--- config.mk ---
export PLATFORM = sky130hd
export DESIGN_NAME = sof_length_deframer_with_address_match_unit
export DESIGN_NICKNAME = d
export VERILOG_FILES = /design/src/hw/rtl/sldf_pkg.sv /design/src/hw/rtl/sof_length_deframer_with_address_match_unit.sv /design/src/hw/rtl/sldf_cfg_regs.sv /design/src/hw/rtl/sldf_name_cmp.sv /design/src/hw/rtl/sldf_tracker.sv
export SDC_FILE = /design/constraint.sdc
export NUM_CORES = 1
export LEC_CHECK = 0
export ABC_CLOCK_PERIOD_IN_PS = 4450
export BUFFER_PORTS_ARGS = -buffer_cell sky130_fd_sc_hd__buf_2
export CORE_MARGIN = 2
export CORE_UTILIZATION = 50
export CTS_CLUSTER_SIZE = 40
export DETAILED_ROUTE_END_ITERATION = 16
export PLACE_DENSITY_LB_ADDON = 0.15
export SLEW_MARGIN = 20
export SYNTH_ARGS = -nofsm -noshare
export SYNTH_HDL_FRONTEND = slang
export SYNTH_HIERARCHICAL = 1
export SYNTH_SLANG_ARGS = --single-unit
export TNS_END_PERCENT = 1
--- constraint.sdc ---
create_clock -name clk -period 4.45 [get_ports clk]
set_input_delay 0.6675 -clock clk [delete_from_list [all_inputs] [get_ports clk]]
set_output_delay 0.6675 -clock clk [all_outputs]
set_load 0.01 [all_outputs]
--- src/hw/rtl/sldf_pkg.sv ---
// Shared types and constants for the start-of-frame deframer with address match.
// Holds register indexes, phase codes, the result flag struct and the name word type.
// No dependencies.
`timescale 1ns / 1ps
`default_nettype none

package sldf_pkg;

	localparam int NAME_BYTES_DEF = 32;
	localparam int NAME_WORDS     = 4;
	localparam int WORD_W         = 64;
	localparam int CFG_ADDR_W     = 3;
	localparam int POS_W          = 7;
	localparam int LEN_W          = 32;
	localparam int PHASE_W        = 2;

	localparam logic [7:0] SOF_BYTE = 8'hA5;

	localparam logic [CFG_ADDR_W-1:0] REG_LOCAL_NAME_W0 = 3'd0;
	localparam logic [CFG_ADDR_W-1:0] REG_LOCAL_NAME_W1 = 3'd1;
	localparam logic [CFG_ADDR_W-1:0] REG_LOCAL_NAME_W2 = 3'd2;
	localparam logic [CFG_ADDR_W-1:0] REG_LOCAL_NAME_W3 = 3'd3;

	localparam logic [PHASE_W-1:0] PH_HUNT    = 2'd0;
	localparam logic [PHASE_W-1:0] PH_HEADER  = 2'd1;
	localparam logic [PHASE_W-1:0] PH_PAYLOAD = 2'd2;

	typedef logic [NAME_WORDS-1:0][WORD_W-1:0] name_words_t;

	typedef struct packed {
		logic in_frame;
		logic frame_first;
		logic frame_last;
		logic route_known;
		logic for_local;
	} res_flags_t;

endpackage

`default_nettype wire

--- src/hw/rtl/sof_length_deframer_with_address_match_unit.sv ---
// Start-of-frame, length-prefixed deframer with destination address match. Takes one byte
// per cycle unless stalled and returns one result per byte, in order, through an input
// register, then a result register; the frame state updates as a byte moves between the two.
// Bytes are dropped (in_frame low) until 0xA5, then a header of 2*NAME_BYTES+5 bytes and
// the little-endian length's payload pass. route_known/for_local rise on the last name byte.
// Depends on sldf_pkg, sldf_cfg_regs, sldf_tracker.
`timescale 1ns / 1ps
`default_nettype none

module sof_length_deframer_with_address_match_unit
	import sldf_pkg::*;
#(
	parameter int NAME_BYTES = NAME_BYTES_DEF
) (
	input  wire logic                  clk,
	input  wire logic                  arst_n,
	input  wire logic                  s_axis_tvalid,
	output logic                       s_axis_tready,
	input  wire logic [7:0]            s_axis_tdata,  // [7:0] in_byte
	output logic                       m_axis_tvalid,
	input  wire logic                  m_axis_tready,
	output logic [7:0]                 m_axis_tdata,  // [7:0] out_byte
	output logic                       m_axis_tlast,
	// [0] in_frame, [1] frame_first, [2] route_known, [3] for_local
	output logic [3:0]                 m_axis_tuser,
	input  wire logic                  cfg_valid,
	output logic                       cfg_ready,
	input  wire logic [CFG_ADDR_W-1:0] cfg_addr,
	input  wire logic [WORD_W-1:0]     cfg_data
);

	name_words_t name_words;
	logic        valid_s1;
	logic [7:0]  byte_s1;
	logic        valid_s2;
	logic [7:0]  byte_s2;
	res_flags_t  res_s2;
	res_flags_t  res;
	logic        adv_s1;

	sldf_cfg_regs u_cfg_regs (
		.clk       (clk),
		.arst_n    (arst_n),
		.cfg_valid (cfg_valid),
		.cfg_ready (cfg_ready),
		.cfg_addr  (cfg_addr),
		.cfg_data  (cfg_data),
		.name_words(name_words)
	);

	sldf_tracker #(
		.NAME_BYTES(NAME_BYTES)
	) u_tracker (
		.clk       (clk),
		.arst_n    (arst_n),
		.advance   (adv_s1),
		.rx_byte   (byte_s1),
		.name_words(name_words),
		.res       (res)
	);

	assign adv_s1        = valid_s1 && (!valid_s2 || m_axis_tready);
	assign s_axis_tready = !valid_s1 || adv_s1;

	always_ff @(posedge clk or negedge arst_n) begin
		if (!arst_n) begin
			valid_s1 <= 1'b0;
		end else if (s_axis_tready) begin
			valid_s1 <= s_axis_tvalid;
		end
	end

	always_ff @(posedge clk) begin
		if (s_axis_tvalid && s_axis_tready) begin
			byte_s1 <= s_axis_tdata;
		end
	end

	always_ff @(posedge clk or negedge arst_n) begin
		if (!arst_n) begin
			valid_s2 <= 1'b0;
		end else if (!valid_s2 || m_axis_tready) begin
			valid_s2 <= valid_s1;
		end
	end

	always_ff @(posedge clk) begin
		if (adv_s1) begin
			byte_s2 <= byte_s1;
			res_s2  <= res;
		end
	end

	assign m_axis_tvalid = valid_s2;
	assign m_axis_tdata  = byte_s2;
	assign m_axis_tlast  = res_s2.frame_last;
	assign m_axis_tuser  = {res_s2.for_local, res_s2.route_known,
		res_s2.frame_first, res_s2.in_frame};

	a_first_in_frame: assert property (@(posedge clk) disable iff (!arst_n)
		valid_s2 && (res_s2.frame_first || res_s2.frame_last || res_s2.route_known)
		|-> res_s2.in_frame)
		else $error("frame marker on a dropped byte");

	a_local_needs_route: assert property (@(posedge clk) disable iff (!arst_n)
		valid_s2 && res_s2.for_local |-> res_s2.route_known)
		else $error("for_local without route_known");

	a_first_not_last: assert property (@(posedge clk) disable iff (!arst_n)
		valid_s2 |-> !(res_s2.frame_first && res_s2.frame_last))
		else $error("frame opened and closed on one byte");

	a_s1_hold: assert property (@(posedge clk) disable iff (!arst_n)
		valid_s1 && !adv_s1 |=> valid_s1 && $stable(byte_s1))
		else $error("held input byte lost or changed");

	a_s2_fill: assert property (@(posedge clk) disable iff (!arst_n)
		adv_s1 |=> valid_s2 && byte_s2 == $past(byte_s1))
		else $error("advanced byte not in result register");

endmodule

`default_nettype wire

--- src/hw/rtl/sldf_cfg_regs.sv ---
// Local endpoint name registers, written through the configuration channel.
// Depends on sldf_pkg.
`timescale 1ns / 1ps
`default_nettype none

module sldf_cfg_regs
	import sldf_pkg::*;
(
	input  wire logic                  clk,
	input  wire logic                  arst_n,
	input  wire logic                  cfg_valid,
	output logic                       cfg_ready,
	input  wire logic [CFG_ADDR_W-1:0] cfg_addr,
	input  wire logic [WORD_W-1:0]     cfg_data,
	output name_words_t                name_words
);

	name_words_t words_q;

	assign cfg_ready  = 1'b1;
	assign name_words = words_q;

	always_ff @(posedge clk or negedge arst_n) begin
		if (!arst_n) begin
			words_q <= '0;
		end else if (cfg_valid) begin
			case (cfg_addr)
				REG_LOCAL_NAME_W0: begin
					words_q[0] <= cfg_data;
				end
				REG_LOCAL_NAME_W1: begin
					words_q[1] <= cfg_data;
				end
				REG_LOCAL_NAME_W2: begin
					words_q[2] <= cfg_data;
				end
				REG_LOCAL_NAME_W3: begin
					words_q[3] <= cfg_data;
				end
				default: begin
				end
			endcase
		end
	end

endmodule

`default_nettype wire

--- src/hw/rtl/sldf_name_cmp.sv ---
// Destination name byte compare against the zero-terminated local name.
// Flags a mismatch at name byte k unless the local name already ended before k.
// Depends on sldf_pkg.
`timescale 1ns / 1ps
`default_nettype none

module sldf_name_cmp
	import sldf_pkg::*;
#(
	parameter int NAME_BYTES = NAME_BYTES_DEF,
	parameter int KW         = $clog2(NAME_BYTES)
) (
	input  wire name_words_t      name_words,
	input  wire logic [KW-1:0]    name_idx,
	input  wire logic [7:0]       rx_byte,
	output logic                  mismatch
);

	logic [NAME_WORDS*WORD_W-1:0] name_flat;
	logic [NAME_BYTES-1:0][7:0]   name_bytes;
	logic [NAME_BYTES-1:0]        byte_zero;
	logic                         ended_before;

	assign name_flat = name_words;

	always_comb begin
		for (int j = 0; j < NAME_BYTES; j++) begin
			name_bytes[j] = name_flat[8*j +: 8];
			byte_zero[j]  = (name_flat[8*j +: 8] == 8'h00);
		end
	end

	always_comb begin
		ended_before = 1'b0;
		for (int j = 0; j < NAME_BYTES; j++) begin
			if (KW'(j) < name_idx) begin
				ended_before = ended_before | byte_zero[j];
			end
		end
	end

	assign mismatch = !ended_before && (name_bytes[name_idx] != rx_byte);

endmodule

`default_nettype wire

--- src/hw/rtl/sldf_tracker.sv ---
// Frame state tracker: hunt, header and payload phases, length capture and route flags.
// State advances once per byte moved into the result register.
// Depends on sldf_pkg and sldf_name_cmp.
`timescale 1ns / 1ps
`default_nettype none

module sldf_tracker
	import sldf_pkg::*;
#(
	parameter int NAME_BYTES = NAME_BYTES_DEF
) (
	input  wire logic        clk,
	input  wire logic        arst_n,
	input  wire logic        advance,
	input  wire logic [7:0]  rx_byte,
	input  wire name_words_t name_words,
	output res_flags_t       res
);

	localparam int KW = $clog2(NAME_BYTES);
	localparam logic [POS_W-1:0] HDR_LAST  = POS_W'(2 * NAME_BYTES + 4);
	localparam logic [POS_W-1:0] DST_FIRST = POS_W'(NAME_BYTES + 1);
	localparam logic [POS_W-1:0] DST_LAST  = POS_W'(2 * NAME_BYTES);
	localparam logic [POS_W-1:0] LEN_FIRST = POS_W'(2 * NAME_BYTES + 1);

	logic [PHASE_W-1:0] phase_q, phase_n;
	logic [POS_W-1:0]   pos_q, pos_n;
	logic [LEN_W-1:0]   len_q, len_n;
	logic [LEN_W-1:0]   remain_q, remain_n;
	logic               match_q, match_n;
	logic               mismatch;
	logic [POS_W-1:0]   dst_off;
	logic [POS_W-1:0]   len_off;
	logic [LEN_W-1:0]   len_byte;

	assign dst_off = pos_q - DST_FIRST;
	assign len_off = pos_q - LEN_FIRST;

	sldf_name_cmp #(
		.NAME_BYTES(NAME_BYTES),
		.KW        (KW)
	) u_name_cmp (
		.name_words(name_words),
		.name_idx  (dst_off[KW-1:0]),
		.rx_byte   (rx_byte),
		.mismatch  (mismatch)
	);

	always_comb begin
		case (len_off[1:0])
			2'd0:    len_byte = {24'h0, rx_byte};
			2'd1:    len_byte = {16'h0, rx_byte, 8'h0};
			2'd2:    len_byte = {8'h0, rx_byte, 16'h0};
			default: len_byte = {rx_byte, 24'h0};
		endcase
	end

	always_comb begin
		phase_n  = phase_q;
		pos_n    = pos_q;
		len_n    = len_q;
		remain_n = remain_q;
		match_n  = match_q;
		res      = '0;
		if (phase_q == PH_HEADER && pos_q != '0 && pos_q <= HDR_LAST) begin
			res.in_frame = 1'b1;
			if (pos_q >= DST_FIRST && pos_q <= DST_LAST && mismatch) begin
				match_n = 1'b0;
			end
			if (pos_q >= LEN_FIRST) begin
				len_n = len_q | len_byte;
			end
			if (pos_q >= DST_LAST) begin
				res.route_known = 1'b1;
				res.for_local   = match_n;
			end
			if (pos_q == HDR_LAST) begin
				pos_n = '0;
				if (len_n == '0) begin
					res.frame_last = 1'b1;
					phase_n        = PH_HUNT;
				end else begin
					remain_n = len_n;
					phase_n  = PH_PAYLOAD;
				end
			end else begin
				pos_n = pos_q + 1'b1;
			end
		end else if (phase_q == PH_PAYLOAD && remain_q != '0) begin
			res.in_frame    = 1'b1;
			res.route_known = 1'b1;
			res.for_local   = match_q;
			remain_n        = remain_q - 1'b1;
			if (remain_q == LEN_W'(1)) begin
				res.frame_last = 1'b1;
				phase_n        = PH_HUNT;
			end
		end else begin
			phase_n = PH_HUNT;
			pos_n   = '0;
			if (rx_byte == SOF_BYTE) begin
				res.in_frame    = 1'b1;
				res.frame_first = 1'b1;
				phase_n         = PH_HEADER;
				pos_n           = POS_W'(1);
				len_n           = '0;
				remain_n        = '0;
				match_n         = 1'b1;
			end
		end
	end

	always_ff @(posedge clk or negedge arst_n) begin
		if (!arst_n) begin
			phase_q  <= PH_HUNT;
			pos_q    <= '0;
			len_q    <= '0;
			remain_q <= '0;
			match_q  <= 1'b1;
		end else if (advance) begin
			phase_q  <= phase_n;
			pos_q    <= pos_n;
			len_q    <= len_n;
			remain_q <= remain_n;
			match_q  <= match_n;
		end
	end

endmodule

`default_nettype wire

# Word level (Yosys, flattened, before mapping)
# Index checks and enable logic that the tools add are counted.
[classes]
add_sub_neg = 4
n_lt_le_gt_ge = 38
eq_ne = 15
muxes = 65
bitwise = 32
reduce_logical = 61
[ops]
columns = ["operator", "n"]
rows = [
  ["2-to-1 mux 32 bit", 9],
  ["logical NOT 8 bit", 32],
  ["case mux 32 bit (3 select lines)", 1],
  ["less-than comparator 5 bit (first input constant)", 16],
  ["2-to-1 mux 1 bit", 41],
  ["binary-select mux 8 bit (select 5 bit)", 1],
  ["less-than comparator 4 x 5 -> 1 bit (first input constant)", 8],
  ["equality test 32 x 1 -> 1 bit (second input constant)", 1],
  ["logical NOT 32 bit", 1],
  ["bitwise OR 32 bit", 1],
  ["nonzero test 32 bit", 1],
  ["subtractor 32 x 1 -> 32 bit (second input constant)", 1],
  ["bitwise OR 1 bit", 31],
  ["2-to-1 mux 7 bit", 3],
  ["less-than comparator 3 x 5 -> 1 bit (first input constant)", 4],
  ["greater-or-equal comparator 7 bit (second input constant)", 2],
  ["<= comparator 7 bit (second input constant)", 2],
  ["2-to-1 mux 2 bit", 7],
  ["less-than comparator 1 x 5 -> 1 bit (first input constant)", 2],
  ["less-than comparator 2 x 5 -> 1 bit (first input constant)", 2],
  ["AND reduction 2 bit", 5],
  ["equality test 8 bit (second input constant)", 1],
  ["logical AND 1 bit", 8],
  ["2-to-1 mux 8 bit", 1],
  ["other kinds (25)", 34],
]
[word_totals]
regBits = 353
input_bits = 80
output_inout_bits = 16
wordCells = 233

# Depth between registers and ports, before layout
# Gate-level depths: netlist of the first run.
[logic_depth]
word_depth = 71
mapped_depth = 18
ltp_nobuf = 16

# Modules after synthesis
# The synthesis of the first run kept the hierarchy.
[by_module_without_submodules]
columns = ["module", "instances", "cells_each", "area_per_inst_um2", "seq_area_each_um2"]
rows = [
  ["sldf_cfg_regs", 1, 546, 9603.0, 6406.1],
  ["sldf_tracker", 1, 576, 4848.4, 1853.0],
  ["sldf_name_cmp", 1, 361, 3173.0, 0.0],
  ["sof_length_deframer_with_address_match_unit", 1, 29, 734.5, 680.7],
]

# Worst setup path after synthesis of the first run
# OpenSTA, ideal clock, no wires.
[synth_path]
path_kind = "reg2reg"
from = "register u_tracker.pos_q[0]"
to = "register res_s2 (netlist bit m_axis_tuser[3]) (data pin)"
setup_time_ps = 254
arrival_ps = 3045
required_ps = 4196
path_slack_ps = 1151
path_stages_with_launch = 16
path_buffers = 2
period_less_slack_ps = 3299
cell_sequence = "dfrtp_1 inv_1 ha_1 nand2b_1 nor2_1 xor2_1 buf_2 buf_2 mux4_2 mux4_2 a21oi_2 xnor2_1 nor4_1 a21oi_1 a31oi_1 o21a_1"
[synth_lines]
columns = ["item", "line", "rtl"]
rows = [
  ["start: declaration", "sldf_tracker.sv:27", "logic [POS_W-1:0] pos_q, pos_n;"],
  ["start signal: assignment", "sldf_tracker.sv:122", "pos_q <= pos_n;"],
  ["end signal: assignment", "sof_length_deframer_with_address_match_unit.sv:90", "res_s2 <= res;"],
  ["end: declaration", "sof_length_deframer_with_address_match_unit.sv:37", "res_flags_t res_s2;"],
]

==> results of run 1 <==
==> cell type report <==
class | instances | area [um2] | area share, %
flip-flops and latches | 353 | 8940 | 43.7
multi-input cells | 1028 | 8680 | 42.4
clock buffers | 57 | 1160 | 5.66
repair buffers | 135 | 838 | 4.10
well taps | 468 | 586 | 2.86
clock inverters | 18 | 181 | 0.886
inverters | 22 | 82.6 | 0.403
==> flip-flops by register name, indices dropped and copies added, names as in the netlist <==
| name | flops |
|---|---|
| u_tracker/match_q | 1 |
| u_tracker/pos_q | 7 |
| u_cfg_regs/name_words | 256 |
| byte_s1 | 8 |
| m_axis_tdata | 8 |
| m_axis_tuser | 4 |
| u_tracker/remain_q | 32 |
| u_tracker/len_q | 32 |
| m_axis_tlast | 1 |
| m_axis_tvalid | 1 |
| u_tracker/phase_q | 2 |
| valid_s1 | 1 |
==> kinds of logic (layout without fill, tap and decap cells) <==
| kind of cell | Yosys count | after routing | synth area share, % |
|---|---|---|---|
| buf+inv | 131 | 232 | 4.28 |
| xor+xnor | 10 | 10 | 0.477 |
| mux | 346 | 346 | 24.1 |
| fa+ha+maj | 9 | 9 | 0.613 |
| flops | 353 | 353 | 48.7 |
| simple gates | 379 | 379 | 11.4 |
| compound gates | 283 | 283 | 10.4 |
| other cells | 1 | 1 | 0.0204 |
==> power by group through the flow <==
stage,sequential (mW),combinational (mW),clock [mW]
2_1_floorplan,4.11,0.982,0
3_3_place_gp,4.49,1.34,0
3_5_place_dp,4.50,1.36,0
4_1_cts,4.44,1.37,3.43
5_1_grt,4.50,1.48,3.55
6_report,4.47,1.38,3.36
==> stage by stage <==
stage               instances  setup WS [ns]  utilization, %  hold WS (ns)
CTS                      2080          0.465            56.3         0.252
finish                   2081          0.380            56.3         0.213
floorplan                1512           1.15               -         0.372
global placement         2005          0.591            52.6         0.495
global route             2081          0.174            56.3         0.266
detailed placement       2005          0.500            52.6         0.493
==> how the worst min path moves through the flow <==
stage	cells after the start	end
after global placement	2	u_tracker/match_q
after global routing	1	byte_s1[1]
after CTS	1	u_cfg_regs/name_words[72]
after detailed placement	2	u_tracker/match_q
final	1	u_cfg_regs/name_words[72]
after floorplan	0	m_axis_tvalid
==> layout by cell type, fill, tap and decap left out, types with 5 or more instances in the layout <==
cell,n
sky130_fd_sc_hd__edfxtp_1,21
sky130_fd_sc_hd__nor2b_1,9
sky130_fd_sc_hd__clkbuf_1,11
sky130_fd_sc_hd__or3_1,14
sky130_fd_sc_hd__o21ai_0,38
sky130_fd_sc_hd__nor3_1,29
sky130_fd_sc_hd__mux4_2,46
sky130_fd_sc_hd__nand4_1,10
sky130_fd_sc_hd__a31oi_1,5
sky130_fd_sc_hd__o211ai_1,22
sky130_fd_sc_hd__clkbuf_16,43
sky130_fd_sc_hd__o32ai_1,6
sky130_fd_sc_hd__mux2i_1,30
sky130_fd_sc_hd__inv_1,20
sky130_fd_sc_hd__nand3_1,19
sky130_fd_sc_hd__or4_1,17
sky130_fd_sc_hd__a221o_1,20
sky130_fd_sc_hd__a211oi_1,9
sky130_fd_sc_hd__ha_1,9
sky130_fd_sc_hd__nor4_1,74
sky130_fd_sc_hd__a21o_1,7
sky130_fd_sc_hd__xor2_1,6
sky130_fd_sc_hd__a21oi_1,94
sky130_fd_sc_hd__dfrtp_1,331
sky130_fd_sc_hd__nand2_1,64
sky130_fd_sc_hd__nor2_1,69
sky130_fd_sc_hd__buf_4,37
sky130_fd_sc_hd__and3_1,31
sky130_fd_sc_hd__o41ai_1,5
sky130_fd_sc_hd__a22oi_1,12
sky130_fd_sc_hd__clkinv_2,9
sky130_fd_sc_hd__nand2b_1,9
sky130_fd_sc_hd__buf_2,93
sky130_fd_sc_hd__mux2_2,267
sky130_fd_sc_hd__o221ai_1,8
sky130_fd_sc_hd__and2_1,5
sky130_fd_sc_hd__o22ai_1,14
==> metal layers <==
layer | global-route usage, % | wire length (um) | share of wire [%]
met4 | 11.6 | 2120 | 3.5
met2 | 48.6 | 27200 | 45
met5 | 0 | 0 | 0
met3 | 5.92 | 4940 | 8.2
met1 | 45.8 | 26200 | 43
==> worst max-delay path, delay by kind of cell (launching register included) <==
kind,cells,cell delay [ns]
AND/OR/NAND/NOR,3,0.75
adder cells (fa/ha/maj),1,0.23
XOR/XNOR,1,0.15
AO/OA/AOI/OAI,5,0.95
flip-flops,1,0.48
multiplexers,2,0.66
buffers and inverters,2,0.57
==> results.sh, run 1 <==
export IMPL_switching_share_pct=28.9
export IMPL_fin_crit_ns=4.07
export IMPL_antenna_found_initial=0
export IMPL_fin_area_mm2=0.0205
export IMPL_skew_ns=0.0127
export IMPL_area_growth_pct=11.5
export IMPL_synthCells=1512
export IMPL_worstMarginPinSlew_ns=1.19
export IMPL_crit_path_end_kind="register"
export IMPL_regToRegEndpoint="m_axis_tuser[3]"
export IMPL_cp_slowest_stage_delay_ns=0.49
export IMPL_p_comb_share_pct=15.0
export IMPL_start_kind="register"
export IMPL_initial_util_pct=50.5
export IMPL_hp_class="input pin to asynchronous set/reset pin"
export IMPL_cts_resized=0
export IMPL_global_route_wire_length_before_repair_um=90100
export IMPL_post_cts_hold_buffer_count=0
export IMPL_cts_root_to_sink_buffers=3
export IMPL_reg2reg_depth=14
export IMPL_critical_path_class="register to register"
export IMPL_maxCapViolCount=0
export IMPL_clock_root_buffer="sky130_fd_sc_hd__clkbuf_16"
export IMPL_cell_internal_pwr_mw=6.55
export IMPL_net_switching_power_mw=2.67
export IMPL_detailedPlacementHpwl_um=44100
export IMPL_grt_start_max_net_pins=117
export IMPL_critical_path_endpoint="m_axis_tuser[3]"
export IMPL_ys_top_cells_by_count="331 x sky130_fd_sc_hd__dfrtp_1, 267 x sky130_fd_sc_hd__mux2_2, 95 x sky130_fd_sc_hd__a21oi_1"
export IMPL_r2r_setup_slack_ns=0.38
export IMPL_coreArea_mm2=0.0363
export IMPL_route_detailed_drc=0
export IMPL_synthArstFlopShare_pct=94.1
export IMPL_place_port_buffers=94
export IMPL_grt_pass1_vias=13400
export IMPL_timing_critical_path_slowest_stage_cell="sky130_fd_sc_hd__nand2b_4"
export IMPL_final_setup_tns_ns=0
export IMPL_num_antenna_cells=0
export IMPL_die_w_um=196
export IMPL_detail_route_antenna_nets=0
export IMPL_synth_area_leaders="sky130_fd_sc_hd__dfrtp_1 45%, sky130_fd_sc_hd__mux2_2 16%, sky130_fd_sc_hd__mux4_2 5.6%, sky130_fd_sc_hd__edfxtp_1 3.4%, sky130_fd_sc_hd__a21oi_1 2.6%"
export IMPL_cts_inserted_buffers=41
export IMPL_rsz_0062_raised_after_global_routing="no"
export IMPL_gr_usage_all_layers_pct=31.9
export IMPL_leakage_nw=8.80
export IMPL_detail_route_first_pass_iterations=5
export IMPL_ir_drop_v=0.000338
export IMPL_cell_type_with_the_highest_aggregate_area_in_the_netlist="sky130_fd_sc_hd__dfrtp_1"
export IMPL_grt_overflow=0
export IMPL_clock_fmax_mhz=246
export IMPL_route_vias_total=13800
export IMPL_detail_route_wl_per_cell_um=29.0
export IMPL_place_gp_congestion=0.988
export IMPL_critical_path_top_cell_by_count="sky130_fd_sc_hd__o211ai_1"
export IMPL_cp_cell_sequence="inv_1, ha_1, nor2b_1, nand2b_4, buf_4, mux4_2, mux2_2, o211ai_1, o211ai_1, xor2_1, nor4_1, a21oi_1, a31oi_1, o21a_1"
export IMPL_slew_viol_final=0
export IMPL_report_power_total_mw=9.22
export IMPL_cts_tree="done"
export IMPL_worst_setup_path_startpoint="u_tracker/pos_q[1]"
export IMPL_postPlaceCellArea_mm2=0.0191
export IMPL_vias_per_cell=6.63
export IMPL_detailedRoute_firstIterationViolations=1291
export IMPL_h_tree_depth=2
export IMPL_max_slew_margin_rel_pct=20.1
export IMPL_synth_cell_type_count=80
export IMPL_clkPwrFrac_pct=36.5
export IMPL_rows=70
export IMPL_ys_warn_count=6
export IMPL_post_synth_cell_area_avg_um2=12.1
export IMPL_ys_seq_elements=353
export IMPL_cts_num_sinks=353
export IMPL_chipHeight_um=196
export IMPL_r2r_start="u_tracker/pos_q[1]"
export IMPL_seqPwrFrac_pct=48.5
export IMPL_clkSlewWorstSetupHoldPaths_ns=0.06
export IMPL_post_route_cells_drive_above_1_share_pct=33.5
export IMPL_nets=1670
export IMPL_clock_insertion_delay_worst_skew_ns=0.57
export IMPL_crit_required_ns=4.76
export IMPL_yosys_cell_count_top_type="sky130_fd_sc_hd__dfrtp_1"
export IMPL_setup_viol=0
export IMPL_mappedNetlistNets=1601
export IMPL_critical_path_max_fanout=32
export IMPL_detail_route_wirelength_um=60500
export IMPL_synthDominantCellAreaShare_pct=45.1
export IMPL_post_route_period_util_pct=91.5
export IMPL_floorplan_io_pins=96
export IMPL_p_per_area_mw_per_mm2=450
export IMPL_filler_instances=3067
export IMPL_ys_flop_type="sky130_fd_sc_hd__dfrtp_1"
export IMPL_critPathArrivalTime_ns=4.38
export IMPL_die_area_mm2=0.0383
export IMPL_postCtsSetupRepairBufs=0
export IMPL_synth_edff_count=21
export IMPL_result_of_the_run="completed"
export IMPL_share_of_the_yosys_chip_area_belonging_to_registers_pct=48.7
export IMPL_syn_cell_area_mm2=0.0184
export IMPL_final_report_hold_violation_count=0
No activity file was read; power rests on OpenSTA's default activity.
==> inputs of run 2 (changes only) <==
--- a/config.mk
+++ b/config.mk
@@ -5,6 +5,7 @@
 export SDC_FILE = /design/constraint.sdc
 export NUM_CORES = 1
 export LEC_CHECK = 0
+export ABC_AREA = 1
 export ABC_CLOCK_PERIOD_IN_PS = 4450
 export BUFFER_PORTS_ARGS = -buffer_cell sky130_fd_sc_hd__buf_2
 export CORE_MARGIN = 2
==> results.sh, run 2 <==
export IMPL_grt_overflow=0
export IMPL_global_route_wire_length_before_repair_um=113000
export IMPL_final_cell_mix="1115 x sky130_fd_sc_hd__nand2_1, 381 x sky130_fd_sc_hd__nand3_1, 346 x sky130_fd_sc_hd__inv_1"
export IMPL_synth_edff_count=21
export IMPL_place_port_buffers=94
export IMPL_critical_path_max_fanout=10
export IMPL_mappedNetlistNets=2976
export IMPL_critical_path_top_delay_family="simple AND/OR/NAND/NOR gates"
export IMPL_h_tree_depth=2
export IMPL_clock_insertion_delay_worst_skew_ns=0.58
export IMPL_rsz_0062_raised_after_global_routing="no"
export IMPL_detail_route_wirelength_um=74500
export IMPL_cp_num_buf_inv=4
export IMPL_final_util_pct=55.3
export IMPL_largest_register_ff_count=256
export IMPL_route_detailed_drc=0
export IMPL_finish_cell_count_without_fillers=3457
export IMPL_vias_per_cell=5.63
export IMPL_cp_slowest_stage_delay_ns=0.48
export IMPL_cell_type_with_the_highest_aggregate_area_in_the_netlist="sky130_fd_sc_hd__dfrtp_1"
export IMPL_die_w_um=206
export IMPL_cts_tree="done"
export IMPL_cts_inserted_buffers=40
export IMPL_area_growth_pct=8.56
export IMPL_grt_pass1_vias=18200
export IMPL_detail_route_antenna_nets=0
export IMPL_postCtsSetupRepairBufs=0
export IMPL_skew_ns=0.0153
export IMPL_ys_top_cells_by_count="1115 x sky130_fd_sc_hd__nand2_1, 381 x sky130_fd_sc_hd__nand3_1, 347 x sky130_fd_sc_hd__inv_1"
export IMPL_route_vias_total=19500
export IMPL_fin_crit_ns=4.18
export IMPL_gr_usage_all_layers_pct=35.6
export IMPL_slew_viol_final=0
export IMPL_synth_area_leaders="sky130_fd_sc_hd__dfrtp_1 41%, sky130_fd_sc_hd__nand2_1 21%, sky130_fd_sc_hd__nand3_1 9.4%, sky130_fd_sc_hd__inv_1 6.4%, sky130_fd_sc_hd__nor2_1 3.8%"
export IMPL_synthDominantCellAreaShare_pct=40.7
export IMPL_clkSlewWorstSetupHoldPaths_ns=0.06
export IMPL_chipHeight_um=206
export IMPL_timing_critical_path_slowest_stage_cell="sky130_fd_sc_hd__clkinvlp_4"
export IMPL_postPlaceCellArea_mm2=0.0207
export IMPL_worstMarginPinSlew_ns=0.976
export IMPL_cp_cell_sequence="inv_1, nand2_1, nor2_2, xor2_2, inv_1, nor2_1, clkinvlp_4, o211ai_1, o21ai_0, nand2_1, nand2_1, nor2_1, nand3_1, nor2_1, inv_1, a21oi_1, a21oi_1"
export IMPL_crit_required_ns=4.75
export IMPL_post_route_cells_drive_above_1_share_pct=7.98
export IMPL_post_route_period_util_pct=93.9
export IMPL_fin_area_mm2=0.0221
export IMPL_p_per_area_mw_per_mm2=548
export IMPL_detailedRoute_firstIterationViolations=2516
export IMPL_num_antenna_cells=0
export IMPL_synthCells=2887
export IMPL_final_setup_tns_ns=0
export IMPL_grt_met3_usage_pct=5.81
export IMPL_grt_start_max_net_pins=144
export IMPL_critPathArrivalTime_ns=4.47
export IMPL_detail_route_first_pass_iterations=6
export IMPL_share_of_the_yosys_chip_area_belonging_to_registers_pct=43.9
export IMPL_layout_cells_most_common="sky130_fd_sc_hd__nand2_1"
export IMPL_synthArstFlopShare_pct=94.1
export IMPL_maxCapViolCount=0
export IMPL_ys_flop_type="sky130_fd_sc_hd__dfrtp_1"
export IMPL_hp_class="input pin to asynchronous set/reset pin"
export IMPL_post_place_cells=3383
export IMPL_globalRouteMet1Util_pct=49.4
export IMPL_groute_layer_met2_usage_pct=55.8
export IMPL_post_synth_cell_area_avg_um2=7.06
export IMPL_die_area_mm2=0.0424
export IMPL_grt_busiest_layer="met2"
export IMPL_cts_num_sinks=353
export IMPL_ys_seq_elements=353
export IMPL_critical_path_class="register to register"
export IMPL_leakage_nw=12.1
export IMPL_crit_path_end_kind="register"
export IMPL_floorplan_io_pins=96
export IMPL_antenna_found_initial=2
export IMPL_ir_drop_v=0.000327
export IMPL_clock_root_buffer="sky130_fd_sc_hd__clkbuf_16"
export IMPL_filler_instances=3916
export IMPL_start_kind="register"
export IMPL_nets=2989
export IMPL_result_of_the_run="completed"
export IMPL_final_report_hold_violation_count=0
export IMPL_yosys_cell_count_top_type="sky130_fd_sc_hd__nand2_1"
export IMPL_cts_root_to_sink_buffers=3
export IMPL_clock_fmax_mhz=239
export IMPL_place_gp_congestion=1.05
export IMPL_initial_util_pct=50.9
export IMPL_synth_cell_type_count=45
export IMPL_max_slew_margin_rel_pct=35.0
export IMPL_syn_cell_area_mm2=0.0204
export IMPL_detailedPlacementHpwl_um=53400
export IMPL_coreArea_mm2=0.0400
export IMPL_rows=73
export IMPL_detail_route_wl_per_cell_um=21.6
export IMPL_report_power_total_mw=12.1
export IMPL_ys_warn_count=6
export IMPL_setup_viol=0
run 2: cell count changes after synthesis, moves of 83 or more:
cell / change
sky130_fd_sc_hd__nand2_1: +1051
sky130_fd_sc_hd__mux2_2: -267
sky130_fd_sc_hd__inv_1: +326
sky130_fd_sc_hd__nand3_1: +362
sky130_fd_sc_hd__nor2_1: +138
sky130_fd_sc_hd__a21oi_1: -83
run 2: through the flow:
stage	hold WS, ns	setup slack, ns
after floorplan	0.372	1.67
after global placement	0.454	0.136
after detailed placement	0.458	0.0981
after CTS	0.190	0.0646
after global routing	0.214	0.0561
final	0.150	0.272
run 2: routing by layer:
| layer | vias to the layer above | routed length, um |
|---|---|---|
| met5 | - | 14 |
| met4 | 2 | 2930 |
| met3 | 144 | 6340 |
| met2 | 913 | 33900 |
| met1 | 9320 | 31300 |
| li1 | 9086 | - |
run 2: final timing paths:
kind	cells after the start	slack (ns)	to	startpoint
setup / recovery	17	0.27	m_axis_tuser[3]	u_tracker/pos_q[1]
hold / removal	1	0.15	u_cfg_regs/name_words[164]	arst_n
setup reg to reg	17	0.27	m_axis_tuser[3]	u_tracker/pos_q[1]
hold reg to reg	2	0.47	u_cfg_regs/name_words[131]	u_cfg_regs/name_words[131]
max in group asynchronous	2	3.12	u_cfg_regs/name_words[118]	arst_n
min in group clk	1	0.27	byte_s1[0]	s_axis_tdata[0]
run 2: final cells by class:
cell class,instances,area (um2),share of cell area [%]
multi-input cells,2026,9000,40.7
flip-flops and latches,353,8940,40.4
inverters,355,1340,6.05
clock buffers,65,1280,5.78
repair buffers,124,768,3.47
well taps,525,657,2.97
clock inverters,9,130,0.588
run 2: logic make-up (layout without fill, tap and decap cells):
logic type,after synthesis,count (layout),share of synthesized area (%)
compound gates,146,146,4.21
xor+xnor,21,21,0.903
simple gates,1849,1849,38.3
buf+inv,508,553,12.1
other cells,1,1,0.0184
fa+ha+maj,9,9,0.553
flops,353,353,43.9
run 2: power by group:
part	internal (mW)	switching, mW
combinational	1.29	2.89
sequential	3.87	0.557
clock	2.14	1.38
run 2: repair_timing:
item                                    CTS  global route
hold buffers                              0             0
resized for setup                         0             2
endpoints found under the setup margin    0             2
==> inputs of run 3 (changes only) <==
--- a/config.mk
+++ b/config.mk
@@ -5,7 +5,6 @@
 export SDC_FILE = /design/constraint.sdc
 export NUM_CORES = 1
 export LEC_CHECK = 0
-export ABC_AREA = 1
 export ABC_CLOCK_PERIOD_IN_PS = 4450
 export BUFFER_PORTS_ARGS = -buffer_cell sky130_fd_sc_hd__buf_2
 export CORE_MARGIN = 2
@@ -13,6 +12,7 @@
 export CTS_CLUSTER_SIZE = 40
 export DETAILED_ROUTE_END_ITERATION = 16
 export PLACE_DENSITY_LB_ADDON = 0.15
+export REMOVE_ABC_BUFFERS = 1
 export SLEW_MARGIN = 20
 export SYNTH_ARGS = -nofsm -noshare
 export SYNTH_HDL_FRONTEND = slang
==> results.sh, run 3 (same netlist as run 1, synthesis figures left out) <==
export IMPL_result_of_the_run="completed"
export IMPL_post_route_period_util_pct=92.5
export IMPL_place_port_buffers=94
export IMPL_postPlaceCellArea_mm2=0.0191
export IMPL_crit_required_ns=4.73
export IMPL_global_route_wire_length_before_repair_um=84500
export IMPL_cts_root_to_sink_buffers=3
export IMPL_detailedRoute_firstIterationViolations=1488
export IMPL_fin_crit_ns=4.12
export IMPL_detail_route_wl_per_cell_um=26.3
export IMPL_critical_path_top_delay_family="compound AO/OA/AOI/OAI gates"
export IMPL_net_switching_power_mw=2.54
export IMPL_gr_usage_all_layers_pct=28.9
export IMPL_antenna_found_initial=0
export IMPL_critPathArrivalTime_ns=4.40
export IMPL_post_place_cells=2007
export IMPL_final_setup_tns_ns=0
export IMPL_cts_num_sinks=353
export IMPL_cp_cell_sequence="inv_1, ha_1, nor2b_1, nand2b_4, buf_4, mux2i_1, a22oi_1, and3_1, a21oi_1, o2111ai_1, xor2_1, nor4_1, a21oi_1, a31oi_1, o21a_1"
export IMPL_postCtsSetupRepairBufs=0
export IMPL_start_kind="register"
export IMPL_clock_insertion_delay_worst_skew_ns=0.54
export IMPL_final_util_pct=56.0
export IMPL_post_route_cells_drive_above_1_share_pct=33.5
export IMPL_route_detailed_drc=0
export IMPL_num_antenna_cells=0
export IMPL_die_area_mm2=0.0383
export IMPL_p_comb_share_pct=15.2
export IMPL_detail_route_wirelength_um=54600
export IMPL_clock_root_buffer="sky130_fd_sc_hd__clkbuf_16"
export IMPL_floorplan_io_pins=96
export IMPL_area_growth_pct=10.9
export IMPL_cp_num_buf_inv=2
export IMPL_crit_path_end_kind="register"
export IMPL_critical_path_top_cell_by_count="sky130_fd_sc_hd__a21oi_1"
export IMPL_skew_ns=0.0168
export IMPL_nets=1669
export IMPL_slew_viol_final=0
export IMPL_leakage_nw=8.77
export IMPL_vias_per_cell=6.57
export IMPL_maxCapViolCount=0
export IMPL_preCtsSetupSlack_ns=0.446
export IMPL_ir_drop_v=0.000315
export IMPL_coreArea_mm2=0.0363
export IMPL_critical_path_class="register to register"
export IMPL_initial_util_pct=50.5
export IMPL_post_route_worst_setup_slack_ns=0.333
export IMPL_grt_overflow=0
export IMPL_max_slew_margin_rel_pct=30.2
export IMPL_post_cts_hold_buffer_count=0
export IMPL_finish_cell_count_without_fillers=2073
export IMPL_worstMarginPinSlew_ns=1.05
export IMPL_p_per_area_mw_per_mm2=440
export IMPL_fin_area_mm2=0.0204
export IMPL_cts_resized=0
export IMPL_layout_cells_most_common="sky130_fd_sc_hd__dfrtp_1"
export IMPL_detail_route_antenna_nets=0
export IMPL_setup_viol=0
export IMPL_clock_fmax_mhz=243
export IMPL_detail_route_first_pass_iterations=8
export IMPL_clkPwrFrac_pct=35.7
export IMPL_grt_pass1_vias=13500
export IMPL_seqPwrFrac_pct=49.1
export IMPL_clkSlewWorstSetupHoldPaths_ns=0.06
export IMPL_critical_path_max_fanout=36
export IMPL_grt_start_max_net_pins=145
export IMPL_cp_slowest_stage_delay_ns=0.56
export IMPL_cts_inserted_buffers=39
export IMPL_final_report_hold_violation_count=0
export IMPL_timing_critical_path_slowest_stage_cell="sky130_fd_sc_hd__nand2b_4"
export IMPL_h_tree_depth=2
export IMPL_chipHeight_um=196
export IMPL_rows=70
export IMPL_place_gp_congestion=0.923
export IMPL_cts_tree="done"
export IMPL_switching_share_pct=28.3
export IMPL_route_vias_total=13600
export IMPL_final_cell_mix="331 x sky130_fd_sc_hd__dfrtp_1, 267 x sky130_fd_sc_hd__mux2_2, 94 x sky130_fd_sc_hd__a21oi_1"
export IMPL_detailedPlacementHpwl_um=38600
export IMPL_rsz_0062_raised_after_global_routing="no"
export IMPL_die_w_um=196
export IMPL_cell_internal_pwr_mw=6.42
export IMPL_hp_class="input pin to asynchronous set/reset pin"
export IMPL_largest_register_ff_count=256
==> run 3: changes by cell type in the layout (fill, tap and decap cells not counted), moves of 83 or more <==
cell / previous run / this run
sky130_fd_sc_hd__a21oi_1: 11 / 94
sky130_fd_sc_hd__inv_1: 346 / 20
sky130_fd_sc_hd__mux2_2: 0 / 267
sky130_fd_sc_hd__nand2_1: 1115 / 64
sky130_fd_sc_hd__nand3_1: 381 / 19
sky130_fd_sc_hd__nor2_1: 204 / 69
==> run 3: power groups by stage <==
stage / Combinational (mW) / Clock [mW] / Sequential, mW
2_1_floorplan: 0.961 / 0 / 4.12
3_3_place_gp: 1.31 / 0 / 4.43
3_5_place_dp: 1.35 / 0 / 4.44
4_1_cts: 1.35 / 3.27 / 4.38
5_1_grt: 1.46 / 3.37 / 4.46
6_report: 1.36 / 3.20 / 4.40
==> run 3: worst paths after layout <==
path,startpoint,to,slack (ns),cells past startpoint
max reg2reg,u_tracker/pos_q[1],m_axis_tuser[3],0.33,15
min in group clk,s_axis_tdata[6],byte_s1[6],0.30,1
min,arst_n,u_cfg_regs/name_words[121],0.04,1
max,u_tracker/pos_q[1],m_axis_tuser[3],0.33,15
min reg2reg,u_tracker/match_q,u_tracker/match_q,0.50,2
max in group asynchronous,arst_n,u_cfg_regs/name_words[4],3.26,2
==> run 3: stage by stage <==
step           total power [mW]  hold WS [ns]
2_1_floorplan              5.08         0.372
3_3_place_gp               5.74         0.474
3_5_place_dp               5.78         0.486
4_1_cts                    9.00        0.0333
5_1_grt                    9.29        0.0590
6_report                   8.96        0.0363
==> run 3: final cells by class <==
| type | instances | area [um2] |
|---|---|---|
| multi-input cells | 1028 | 8670 |
| clock buffers | 53 | 1150 |
| inverters | 22 | 82.6 |
| repair buffers | 136 | 821 |
| fillers | 3083 | 16000 |
| flip-flops and latches | 353 | 8940 |
| well taps | 468 | 586 |
| clock inverters | 13 | 110 |
==> run 3: per-layer routing <==
| layer | vias to the layer above | part of all wire, % | global-route usage (%) |
|---|---|---|---|
| met5 | - | 0 | 0 |
| met4 | 0 | 3.2 | 9.19 |
| met3 | 110 | 6.6 | 3.70 |
| met2 | 620 | 48 | 47.1 |
| met1 | 6940 | 42 | 40.4 |
| li1 | 5944 | - | - |
